===== config.mk =====
export PLATFORM = sky130hd
export DESIGN_NAME = json_string_unescape
export DESIGN_NICKNAME = d
export VERILOG_FILES = /design/src/design/jsu_pkg.sv /design/src/design/jsu_decode.sv /design/src/design/jsu_out_buf.sv /design/src/design/json_string_unescape.sv
export SDC_FILE = /design/constraint.sdc
export NUM_CORES = 1
export LEC_CHECK = 0
export BUFFER_PORTS_ARGS = -buffer_cell sky130_fd_sc_hd__clkbuf_2
export CAP_MARGIN = 0
export CORE_MARGIN = 8
export CORE_UTILIZATION = 35
export CTS_CLUSTER_SIZE = 16
export DETAILED_ROUTE_END_ITERATION = 7
export SLEW_MARGIN = 15
export SYNTH_ARGS = -nofsm -noshare
export SYNTH_HDL_FRONTEND = slang
export SYNTH_SLANG_ARGS = --single-unit

===== constraint.sdc =====
create_clock -name clock -period 2.8 [get_ports clock]
set_input_delay 0.42 -clock clock [delete_from_list [all_inputs] [get_ports clock]]
set_output_delay 0.42 -clock clock [all_outputs]
set_load 0.005 [all_outputs]

===== src/design/jsu_pkg.sv =====
package jsu_pkg;

   // one raw byte of the string body
   typedef struct packed {
      logic [7:0] data_byte;
      logic       end_of_text;
   } req_type;

   // one decoded result
   typedef struct packed {
      logic [7:0] out_byte;
      logic [1:0] kind;
      logic [2:0] error_code;
      logic       last_of_run;
   } rsp_type;

   localparam logic [1:0] KIND_BYTE  = 2'd0;
   localparam logic [1:0] KIND_CLOSE = 2'd1;
   localparam logic [1:0] KIND_ERROR = 2'd2;

   localparam logic [2:0] ERR_NONE     = 3'd0;
   localparam logic [2:0] ERR_ILLEGAL  = 3'd1;
   localparam logic [2:0] ERR_BAD_HEX  = 3'd2;
   localparam logic [2:0] ERR_ESC_CUT  = 3'd3;
   localparam logic [2:0] ERR_UNI_CUT  = 3'd4;
   localparam logic [2:0] ERR_UNCLOSED = 3'd5;

   // all results caused by one input byte, bytes[0] goes out first
   typedef struct packed {
      logic [1:0]      count;
      logic [2:0][7:0] bytes;
      logic [1:0]      kind;
      logic [2:0]      error_code;
   } bundle_type;

endpackage


===== src/design/jsu_decode.sv =====
module jsu_decode import jsu_pkg::*; (
   input  logic       clock,
   input  logic       reset,
   input  req_type    item,
   input  logic       advance,
   output bundle_type bundle
);

   localparam logic [2:0] MODE_PLAIN = 3'd0;
   localparam logic [2:0] MODE_ESC   = 3'd1;
   localparam logic [2:0] MODE_HEX   = 3'd2;
   localparam logic [2:0] MODE_ENDED = 3'd3;

   localparam logic [7:0] CH_QUOTE  = 8'h22;
   localparam logic [7:0] CH_BSLASH = 8'h5C;
   localparam logic [7:0] CH_SLASH  = 8'h2F;
   localparam logic [7:0] CH_B      = 8'h62;
   localparam logic [7:0] CH_F      = 8'h66;
   localparam logic [7:0] CH_N      = 8'h6E;
   localparam logic [7:0] CH_R      = 8'h72;
   localparam logic [7:0] CH_T      = 8'h74;
   localparam logic [7:0] CH_U      = 8'h75;

   localparam logic [7:0] CTL_BS  = 8'h08;
   localparam logic [7:0] CTL_FF  = 8'h0C;
   localparam logic [7:0] CTL_LF  = 8'h0A;
   localparam logic [7:0] CTL_CR  = 8'h0D;
   localparam logic [7:0] CTL_TAB = 8'h09;

   localparam logic [15:0] LIMIT_1B  = 16'h0080;
   localparam logic [15:0] LIMIT_2B  = 16'h0800;
   localparam logic [7:0]  LEAD_2B   = 8'hC0;
   localparam logic [7:0]  LEAD_3B   = 8'hE0;
   localparam logic [7:0]  CONT_BYTE = 8'h80;
   localparam logic [7:0]  CONT_MASK = 8'h3F;
   localparam logic [2:0]  HEX_DIGITS = 3'd4;

   logic [2:0]  mode_ff, mode_in;
   logic [15:0] cp_ff, cp_in;
   logic [2:0]  hc_ff, hc_in;

   logic [4:0]  digit;
   logic [15:0] cp_next;
   logic [2:0]  hc_next;
   logic        do_emit, do_fail;
   logic [7:0]  emit_val;
   logic [2:0]  fail_code;

   // bit 4 flags a legal hex digit, low nibble is its value
   function automatic logic [4:0] hex_value(input logic [7:0] b);
      logic [4:0] r;
      r = '0;
      if (b inside {[8'h30:8'h39]}) begin
         r = {1'b1, b[3:0]};
      end else if (b inside {[8'h61:8'h66], [8'h41:8'h46]}) begin
         r = {1'b1, b[3:0] + 4'd9};
      end
      return r;
   endfunction

   assign digit   = hex_value(item.data_byte);
   assign cp_next = {cp_ff[11:0], digit[3:0]};
   assign hc_next = hc_ff + 3'd1;

   always_comb begin
      mode_in   = mode_ff;
      cp_in     = cp_ff;
      hc_in     = hc_ff;
      bundle    = '0;
      do_emit   = 1'b0;
      do_fail   = 1'b0;
      emit_val  = '0;
      fail_code = ERR_NONE;
      case (mode_ff)
         MODE_PLAIN: begin
            if (item.data_byte == CH_QUOTE) begin
               bundle.count = 2'd1;
               bundle.kind  = KIND_CLOSE;
               mode_in      = MODE_ENDED;
            end else if (item.data_byte == CH_BSLASH) begin
               if (item.end_of_text) begin
                  do_fail   = 1'b1;
                  fail_code = ERR_ESC_CUT;
               end else begin
                  mode_in = MODE_ESC;
               end
            end else begin
               do_emit  = 1'b1;
               emit_val = item.data_byte;
            end
         end
         MODE_ESC: begin
            do_emit = 1'b1;
            case (item.data_byte)
               CH_QUOTE:  emit_val = CH_QUOTE;
               CH_BSLASH: emit_val = CH_BSLASH;
               CH_SLASH:  emit_val = CH_SLASH;
               CH_B:      emit_val = CTL_BS;
               CH_F:      emit_val = CTL_FF;
               CH_N:      emit_val = CTL_LF;
               CH_R:      emit_val = CTL_CR;
               CH_T:      emit_val = CTL_TAB;
               CH_U: begin
                  do_emit = 1'b0;
                  if (item.end_of_text) begin
                     do_fail   = 1'b1;
                     fail_code = ERR_UNI_CUT;
                  end else begin
                     mode_in = MODE_HEX;
                     cp_in   = '0;
                     hc_in   = '0;
                  end
               end
               default: begin
                  do_emit   = 1'b0;
                  do_fail   = 1'b1;
                  fail_code = ERR_ILLEGAL;
               end
            endcase
         end
         MODE_HEX: begin
            if (!digit[4]) begin
               do_fail   = 1'b1;
               fail_code = ERR_BAD_HEX;
            end else begin
               cp_in = cp_next;
               hc_in = hc_next;
               if (hc_next < HEX_DIGITS) begin
                  if (item.end_of_text) begin
                     do_fail   = 1'b1;
                     fail_code = ERR_UNI_CUT;
                  end
               end else begin
                  hc_in = '0;
                  if (item.end_of_text) begin
                     do_fail   = 1'b1;
                     fail_code = ERR_UNCLOSED;
                  end else begin
                     mode_in = MODE_PLAIN;
                     if (cp_next < LIMIT_1B) begin
                        bundle.count    = 2'd1;
                        bundle.bytes[0] = cp_next[7:0];
                     end else if (cp_next < LIMIT_2B) begin
                        bundle.count    = 2'd2;
                        bundle.bytes[0] = LEAD_2B | {3'b000, cp_next[10:6]};
                        bundle.bytes[1] = CONT_BYTE | (cp_next[7:0] & CONT_MASK);
                     end else begin
                        bundle.count    = 2'd3;
                        bundle.bytes[0] = LEAD_3B | {4'b0000, cp_next[15:12]};
                        bundle.bytes[1] = CONT_BYTE | (cp_next[13:6] & CONT_MASK);
                        bundle.bytes[2] = CONT_BYTE | (cp_next[7:0] & CONT_MASK);
                     end
                  end
               end
            end
         end
         default: begin
            mode_in = MODE_ENDED;
         end
      endcase

      // a decoded byte on the last byte of the text means no closing quote
      if (do_emit) begin
         if (item.end_of_text) begin
            do_fail   = 1'b1;
            fail_code = ERR_UNCLOSED;
         end else begin
            bundle.count    = 2'd1;
            bundle.bytes[0] = emit_val;
            mode_in         = MODE_PLAIN;
         end
      end

      if (do_fail) begin
         bundle            = '0;
         bundle.count      = 2'd1;
         bundle.kind       = KIND_ERROR;
         bundle.error_code = fail_code;
         mode_in           = MODE_ENDED;
      end
   end

   always_ff @(posedge clock) begin
      if (reset) begin
         mode_ff <= MODE_PLAIN;
         cp_ff   <= '0;
         hc_ff   <= '0;
      end else if (advance) begin
         mode_ff <= mode_in;
         cp_ff   <= cp_in;
         hc_ff   <= hc_in;
      end
   end

endmodule


===== src/design/jsu_out_buf.sv =====
module jsu_out_buf import jsu_pkg::*; (
   input  logic       clock,
   input  logic       reset,
   input  bundle_type bundle,
   input  logic       offer,
   output logic       load_ok,
   output logic       rsp_valid,
   input  logic       rsp_stall,
   output rsp_type    rsp_data
);

   bundle_type hold_ff;
   logic [1:0] rem_ff;
   logic [1:0] idx_ff;
   logic       take;

   assign rsp_valid = (rem_ff != 2'd0);
   assign take      = rsp_valid && !rsp_stall;
   // free now, or the last result of the held group leaves this cycle
   assign load_ok   = (rem_ff == 2'd0) || (rem_ff == 2'd1 && !rsp_stall);

   assign rsp_data.out_byte    = hold_ff.bytes[idx_ff];
   assign rsp_data.kind        = hold_ff.kind;
   assign rsp_data.error_code  = hold_ff.error_code;
   assign rsp_data.last_of_run = (rem_ff == 2'd1);

   always_ff @(posedge clock) begin
      if (reset) begin
         rem_ff <= '0;
         idx_ff <= '0;
      end else if (offer && load_ok) begin
         rem_ff <= bundle.count;
         idx_ff <= '0;
      end else if (take) begin
         rem_ff <= rem_ff - 2'd1;
         idx_ff <= idx_ff + 2'd1;
      end
   end

   always_ff @(posedge clock) begin
      if (offer && load_ok) begin
         hold_ff <= bundle;
      end
   end

endmodule


===== src/design/json_string_unescape.sv =====
// json_string_unescape: decodes the body of a JSON string, one raw byte per
// transaction on the req_ channel, starting just after the opening quote.
// req_data carries the byte and an end_of_text flag for the last byte of the
// text. Each transaction on the rsp_ channel carries one result: a decoded
// byte, a string-closed marker or an error with its code; last_of_run marks
// the final result caused by one input byte. A \u escape yields one to three
// UTF-8 bytes; after a close or an error every further byte yields nothing.
// The input register takes the req_ byte, then the decoder feeds the result
// register, which drives the rsp_ channel. Throughput is one byte per cycle
// while each byte gives at most one result and the receiver does not stall;
// a \u escape that gives two or three UTF-8 bytes holds the result register
// until all of them have gone out, and req_stall is raised while the input
// register waits behind it. When the receiver stalls, the held result stays
// put, an empty input register still takes one more byte, then req_stall
// rises. Synchronous active-high reset empties both registers and returns
// the decoder to plain content mode.
module json_string_unescape import jsu_pkg::*; (
   input  logic    clock,
   input  logic    reset,

   input  logic    req_valid,
   output logic    req_stall,
   input  req_type req_data,

   output logic    rsp_valid,
   input  logic    rsp_stall,
   output rsp_type rsp_data
);

   // input register
   req_type    in_ff;
   logic       in_valid_ff;

   bundle_type bundle;
   logic       load_ok;
   logic       consume;
   logic       req_take;

   // the held byte moves on when the result register can take its group
   assign consume   = in_valid_ff && load_ok;
   assign req_stall = in_valid_ff && !load_ok;
   assign req_take  = req_valid && !req_stall;

   always_ff @(posedge clock) begin
      if (reset) begin
         in_valid_ff <= 1'b0;
      end else if (req_take) begin
         in_valid_ff <= 1'b1;
      end else if (consume) begin
         in_valid_ff <= 1'b0;
      end
   end

   always_ff @(posedge clock) begin
      if (req_take) begin
         in_ff <= req_data;
      end
   end

   // escape and \u decoding, state advances once per consumed byte
   jsu_decode u_decode (
      .clock   (clock),
      .reset   (reset),
      .item    (in_ff),
      .advance (consume),
      .bundle  (bundle)
   );

   // result register, sends a group of up to three results in order
   jsu_out_buf u_out_buf (
      .clock     (clock),
      .reset     (reset),
      .bundle    (bundle),
      .offer     (consume),
      .load_ok   (load_ok),
      .rsp_valid (rsp_valid),
      .rsp_stall (rsp_stall),
      .rsp_data  (rsp_data)
   );

   // close and error markers are always the only result of their byte
   assert property (@(posedge clock) disable iff (reset)
      rsp_valid && rsp_data.kind != KIND_BYTE |-> rsp_data.last_of_run)
      else $error("close or error result not marked last");

   // an error code goes with an error result and nothing else
   assert property (@(posedge clock) disable iff (reset)
      rsp_valid |-> ((rsp_data.kind == KIND_ERROR) == (rsp_data.error_code != ERR_NONE)))
      else $error("error code does not match result kind");

   // once the string has ended no further result appears
   assert property (@(posedge clock) disable iff (reset)
      rsp_valid && !rsp_stall && rsp_data.kind != KIND_BYTE |=> !rsp_valid)
      else $error("result after string ended");

endmodule

* Word level (Yosys, flattened, before mapping)
Index checks and enable logic that the tools add are counted.
** Word-level totals
- Bits in registers :: 61
- Bits of input ports :: 13
- Word-level logic and storage cells :: 152
** Operators by class
- Add/sub/neg operators :: 4
- $lt $le $gt $ge :: 10
- Equal/unequal tests :: 15
- Muxes and demuxes :: 79
- Bitwise logic cells :: 3
- Reductions and logical operators :: 26
** Operator list (number)
- $mux 16 :: 6
- $mux 26 :: 3
- $mux 3 :: 23
- $eq 8x7->1 const B :: 7
- $mux 8 :: 7
- $pmux 7 s8 :: 1
- $mux 12 :: 3
- $mux 31 :: 1
- $mux 24 :: 1
- $pmux 12 s2 :: 1
- $pmux 3 s3 :: 2
- $bmux 8 s2 :: 1
- $eq 8x6->1 const B :: 2
- $ge 8x7->1 const B :: 2
- $le 8x7->1 const B :: 2
- $lt 16x12->1 const B :: 1
- $lt 16x8->1 const B :: 1
- $pmux 8 s2 :: 1
- $mux 1 :: 14
- $mux 14 :: 1
- $mux 2 :: 6
- $pmux 3 s2 :: 2
- $mux 5 :: 2
- $reduce_bool 2->1 :: 5
- 27 further kinds :: 42

* Longest topological paths before layout
- Depth in word-level cells :: 21
- Mapped depth :: 11

* Modules after synthesis
From an unflattened synthesis, not the netlist that was laid out.
** Second synthesis, totals
- Cells, all modules :: 370
- Area, all modules :: 3554.7 um^2
** Modules (own cells, without submodules)
- jsu_decode :: times used 1, cells each 265, area an instance 1864.3 um^2, seq. area each 340.3 um^2
- jsu_out_buf :: times used 1, cells each 91, area an instance 1363.8 um^2, seq. area each 950.9 um^2
- json_string_unescape :: times used 1, cells each 14, area an instance 326.6 um^2, seq. area each 290.3 um^2

* Least setup slack after synthesis
Ideal clock, no wire load.
- Kind :: register -> register
- Start :: register u_out_buf.rem_ff[0]
- End :: register u_decode.mode_ff[1]
- Library setup time :: 126 ps
- Arrival time :: 2544 ps
- Required time :: 2674 ps
- Setup slack :: 130 ps
- Cell stages (with the launch flop) :: 12
- Buffers on the path :: 1
- Path through :: dfxtp_1 > inv_1 > ha_1 > inv_1 > and2_1 > nand2b_1 > clkinv_1 > o21ai_2 > clkbuf_1 > nor2_1 > nand4_1 > o31ai_1
** Between the ends
- Cells in the longest elaborated chain, start to end :: 4
- Elaborated cells between the ends (all ways) :: 5
- Those cells by class :: 1 x eq/ne; 4 x reduce/logical
** Ends and longest elaborated chain
- start, declared :: line jsu_out_buf.sv:13 : logic [1:0] rem_ff;
- start signal, assigned :: line jsu_out_buf.sv:32 : rem_ff <= bundle.count;
- start signal, assigned :: line jsu_out_buf.sv:35 : rem_ff <= rem_ff - 2'd1;
- $eq 2x1->1 :: line jsu_out_buf.sv:20 : assign load_ok = (rem_ff == 2'd0) || (rem_ff == 2'd1 && !rsp_stall);
- $logic_and 1x1->1 :: line jsu_out_buf.sv:20
- $logic_or 1x1->1 * :: line jsu_out_buf.sv:20
- $logic_and 1x1->1 * :: line json_string_unescape.sv:40 : assign consume = in_valid_ff && load_ok;
- via consume :: line json_string_unescape.sv:36 : logic consume;
- end signal, assigned :: line jsu_decode.sv:189 : mode_ff <= mode_in;
- end, declared :: line jsu_decode.sv:38 : logic [2:0] mode_ff, mode_in;
Mark *: on every way through the listed nets, which the timed path passes. The rest lies on a longest branch.
A chain may end at the register's enable or synchronous reset.

* Worst setup path in the final report
- Start :: register in_ff[2] (netlist name)
- End :: register u_out_buf.hold_ff[8] (netlist name) (data pin)
** Between the ends
- Cells in the longest elaborated chain, start to end :: 19
- Elaborated cells between the ends (all ways) :: 53
- Those cells by class :: 1 x add/sub; 8 x order compare; 9 x eq/ne; 30 x mux; 5 x reduce/logical
** Ends and longest elaborated chain
- start, declared :: line json_string_unescape.sv:31 : req_type in_ff;
- start signal, assigned :: line json_string_unescape.sv:56 : in_ff <= req_data;
- $ge 8x7->1 or $le 8x7->1 (tied branches) :: line jsu_decode.sv:55 : end else if (b inside {[8'h61:8'h66], [8'h41:8'h46]}) begin
- $logic_and 1x1->1 :: line jsu_decode.sv:55
- $reduce_bool 2->1 :: line jsu_decode.sv:55
- $mux 5 :: line jsu_decode.sv:55
- $mux 5 :: line jsu_decode.sv:53 : if (b inside {[8'h30:8'h39]}) begin
- $lt 16x12->1 :: line jsu_decode.sv:143 : end else if (cp_next < LIMIT_2B) begin
- $mux 14 :: line jsu_decode.sv:143
- $mux 16 (4 in series)
- $mux 16 :: line jsu_decode.sv:74 : case (mode_ff)
- $mux 8 :: line jsu_decode.sv:140 : if (cp_next < LIMIT_1B) begin
- $mux 26 :: line jsu_decode.sv:135 : if (item.end_of_text) begin
- $mux 26 :: line jsu_decode.sv:128 : if (hc_next < HEX_DIGITS) begin
- $mux 26 :: line jsu_decode.sv:122 : if (!digit[4]) begin
- $mux 24 :: line jsu_decode.sv:74
- $mux 8 :: line jsu_decode.sv:164 : if (item.end_of_text) begin
- $mux 8 :: line jsu_decode.sv:163 : if (do_emit) begin
- end signal, assigned :: line jsu_out_buf.sv:42 : hold_ff <= bundle;
- end, declared :: line jsu_out_buf.sv:12 : bundle_type hold_ff;
Parallel ways exist; a longest one is shown, timed or not. The select of a mux whose other input is x is not followed.

==> flow_summary.toml <==
[outcome]
status = "completed"

[floorplan]
die_h_um = 115
num_rows = 36
initial_core_util_pct = 35.5
die_w_um = 115
pin_count = 29
die_area_um2 = 13200
coreArea_um2 = 9640

[finish]
fin_area_um2 = 3930
final_cells = 524
diodes = 0
layout_common_cells = "nand2_1 (38), edfxtp_1 (36), nor2_1 (33)"
final_nets = 406
drive_gt1_share_pct = 20.7
final_util_pct = 40.8
final_common_cell = "nand2_1"
syn_to_final_growth_pct = 14.9
num-fill-cells = 1009

[critical_path]
cpMostUsedCell = "o22ai_1"
critPathKind = "reg -> reg"
start_kind = "flop"
crit_chain = "inv_1, ha_1, o21bai_1, a2111oi_4, buf_4, a31oi_1, o21a_1, o22ai_1, o22ai_1"
end_kind = "flop"
crit_start = "in_ff[2]"
cp_slowest_cell = "edfxtp_1"
arrival_ns = 2.52
worstPathMaxFanout = 6
rr_startpoint = "in_ff[2]"
cpPeakStageDelay_ns = 0.41
cp.required_ns = 2.87

[cts]
clockBufferDepth = 2
ctsHoldBuffers = 0
cts_buffers = 9
path_clk_slew_ns = 0.07
cts_root_buffer = "clkbuf_8"
htreeDepth = 3
post-cts-setup-buffers = 0
post_cts_resized = 0
cts_sinks = 58
cts_tree = "done"
insertion_delay_ns = 0.35

[drt]
wl_per_cell_um = 16.0
drt-total-wl_um = 8400
dr.pass1.iters = 5
drt_iter0_drc = 186
drc = 0
routed_via_density = 5.37
drtAntennaViolNets = 0
dr_total_vias = 2815

[timing]
final_max_slew_viol_count = 0
fin_crit_sh_pct = 87.5
tightest_slew_ns = 0.645
max-slew-margin-rel_pct = 57.0
max_freq_mhz = 408
hold_viol = 0
rsz0062_at_grt = "false"
period_needed_ns = 2.45
skew_ns = 0.0117
setup_viol = 0
timing.setup.tns_ns = 0

[synth]
synth_edf_count = 36
synth_top_flop_cell = "edfxtp_1"
syn-cell-area_um2 = 3420
ys_seq_area_share_pct = 44.4
async_flop_share_pct = 0
syn_avg_cell_area_um2 = 9.62
yosysUniqueCellTypes = 72
yosys_warnings = 0
netlist_instances = 356
synth_nets = 376
ys_ff_latch = 58

[pwr]
combPwrFrac_pct = 21.0
total_power_uw = 2470
switching_share_pct = 29.3
clkPwrFrac_pct = 35.8
p_leak_uw = 0.00147
worst_ir_drop_vdd_mv = 0.285
internal-power_uw = 1750
power_density_nw_per_um2 = 628
seq_power_share_pct = 43.2
power.switching_uw = 725

[global_routing]
grt_pass1_wl_um = 14100
grt_pass1_vias = 2800
antenna_found_initial = 0
overflow = 0
grt_max_degree = 35
track_usage_pct = 13.5

[place]
placed_cells = 508
numPortBuffers = 28
dpl.hpwl_um = 6220
place_congestion = 0.955
place_area_um2 = 3700

[job]
maxCapViolCount = 0

[hold_path]
holdCritPathClass = "in -> reg"
hold_start = "req_data[6]"
[registers in the layout, summed over array words and instances, names as in the netlist]
register,cells
u_decode.hc_ff,2
u_decode.mode_ff,3
u_decode.cp_ff,12
in_valid_ff,1
u_out_buf.idx_ff,2
in_ff,9
u_out_buf.hold_ff,22
u_out_buf.rsp_data,5
u_out_buf.rem_ff,2
[metal layers]
layer  part of all wire (%)  GRT usage (%)
met5                      0              0
met4                    2.4           7.36
met3                    5.5           2.73
met2                     45           20.9
met1                     47           17.3
[worst paths after layout]
| kind | endpoint | slack [ns] | cells past startpoint |
|---|---|---|---|
| max | u_out_buf.hold_ff[8] | 0.35 | 9 |
| min | in_ff[6] | 0.25 | 1 |
| max reg2reg | u_out_buf.hold_ff[8] | 0.35 | 9 |
| min reg2reg | u_decode.hc_ff[1] | 0.49 | 2 |
[cell families (layout without fill, tap and decap cells)]
logic type	count (synthesis)	in the layout	share of synthesized area, %
AND/OR/NAND/NOR	136	136	22.6
AO/OA/AOI/OAI	105	105	21.1
flip-flops	58	58	44.4
buffers and inverters	36	71	5.15
multiplexers	12	12	3.58
adder cells (fa/ha/maj)	7	7	2.56
XOR/XNOR	2	2	0.512
[through the flow]
stage	hold WS [ns]	setup slack [ns]
floorplan	0.462	0.130
global placement	0.472	0.442
detailed placement	0.477	0.405
CTS	0.234	0.388
global route	0.235	0.204
finish	0.245	0.351
[final cells by class]
class | instances | area, µm² | share of cell area [%]
well taps | 133 | 166 | 4.23
clock buffers | 14 | 195 | 4.96
inverters | 15 | 56.3 | 1.43
clock inverters | 2 | 38.8 | 0.986
repair buffers | 40 | 230 | 5.85
multi-input cells | 262 | 1730 | 43.9
flip-flops and latches | 58 | 1520 | 38.7
[cells in the mapped netlist (3+ instances only)]
master,instances,area (µm²)
a211oi_2,3,37.5
a21o_1,3,22.5
a21oi_1,26,130
a2bb2oi_1,3,26.3
a31oi_1,6,37.5
and2_1,5,31.3
and3_1,4,25.0
buf_4,8,60.1
clkbuf_1,7,26.3
dfxtp_1,22,440
edfxtp_1,36,1080
ha_1,7,87.6
inv_1,14,52.6
mux2i_1,10,100
nand2_1,38,143
nand2b_1,4,25.0
nand3_1,8,40.0
nor2_1,33,124
nor2b_1,4,25.0
nor3_1,6,30.0
nor3_2,4,40.0
o211ai_1,4,30.0
o21ai_0,25,125
o21ai_1,7,35.0
o22ai_1,5,31.3
o31ai_1,4,30.0
[critical path, delay by kind of cell (launching register included)]
family                     cells  cell delay (ns)
AOI/OAI and AO/OA              6             1.20
adders and majority gates      1             0.27
buffers and inverters          2             0.30
DFF                            1             0.41
[power by group through the flow]
stage | Combinational [µW] | Sequential, µW | Clock (µW)
floorplan | 386 | 1050 | 0
CTS | 520 | 1070 | 903
global placement | 516 | 1080 | 0
global route | 578 | 1080 | 946
detailed placement | 517 | 1090 | 0
finish | 519 | 1070 | 886
Note: power is estimated with default switching activity, not from simulation.
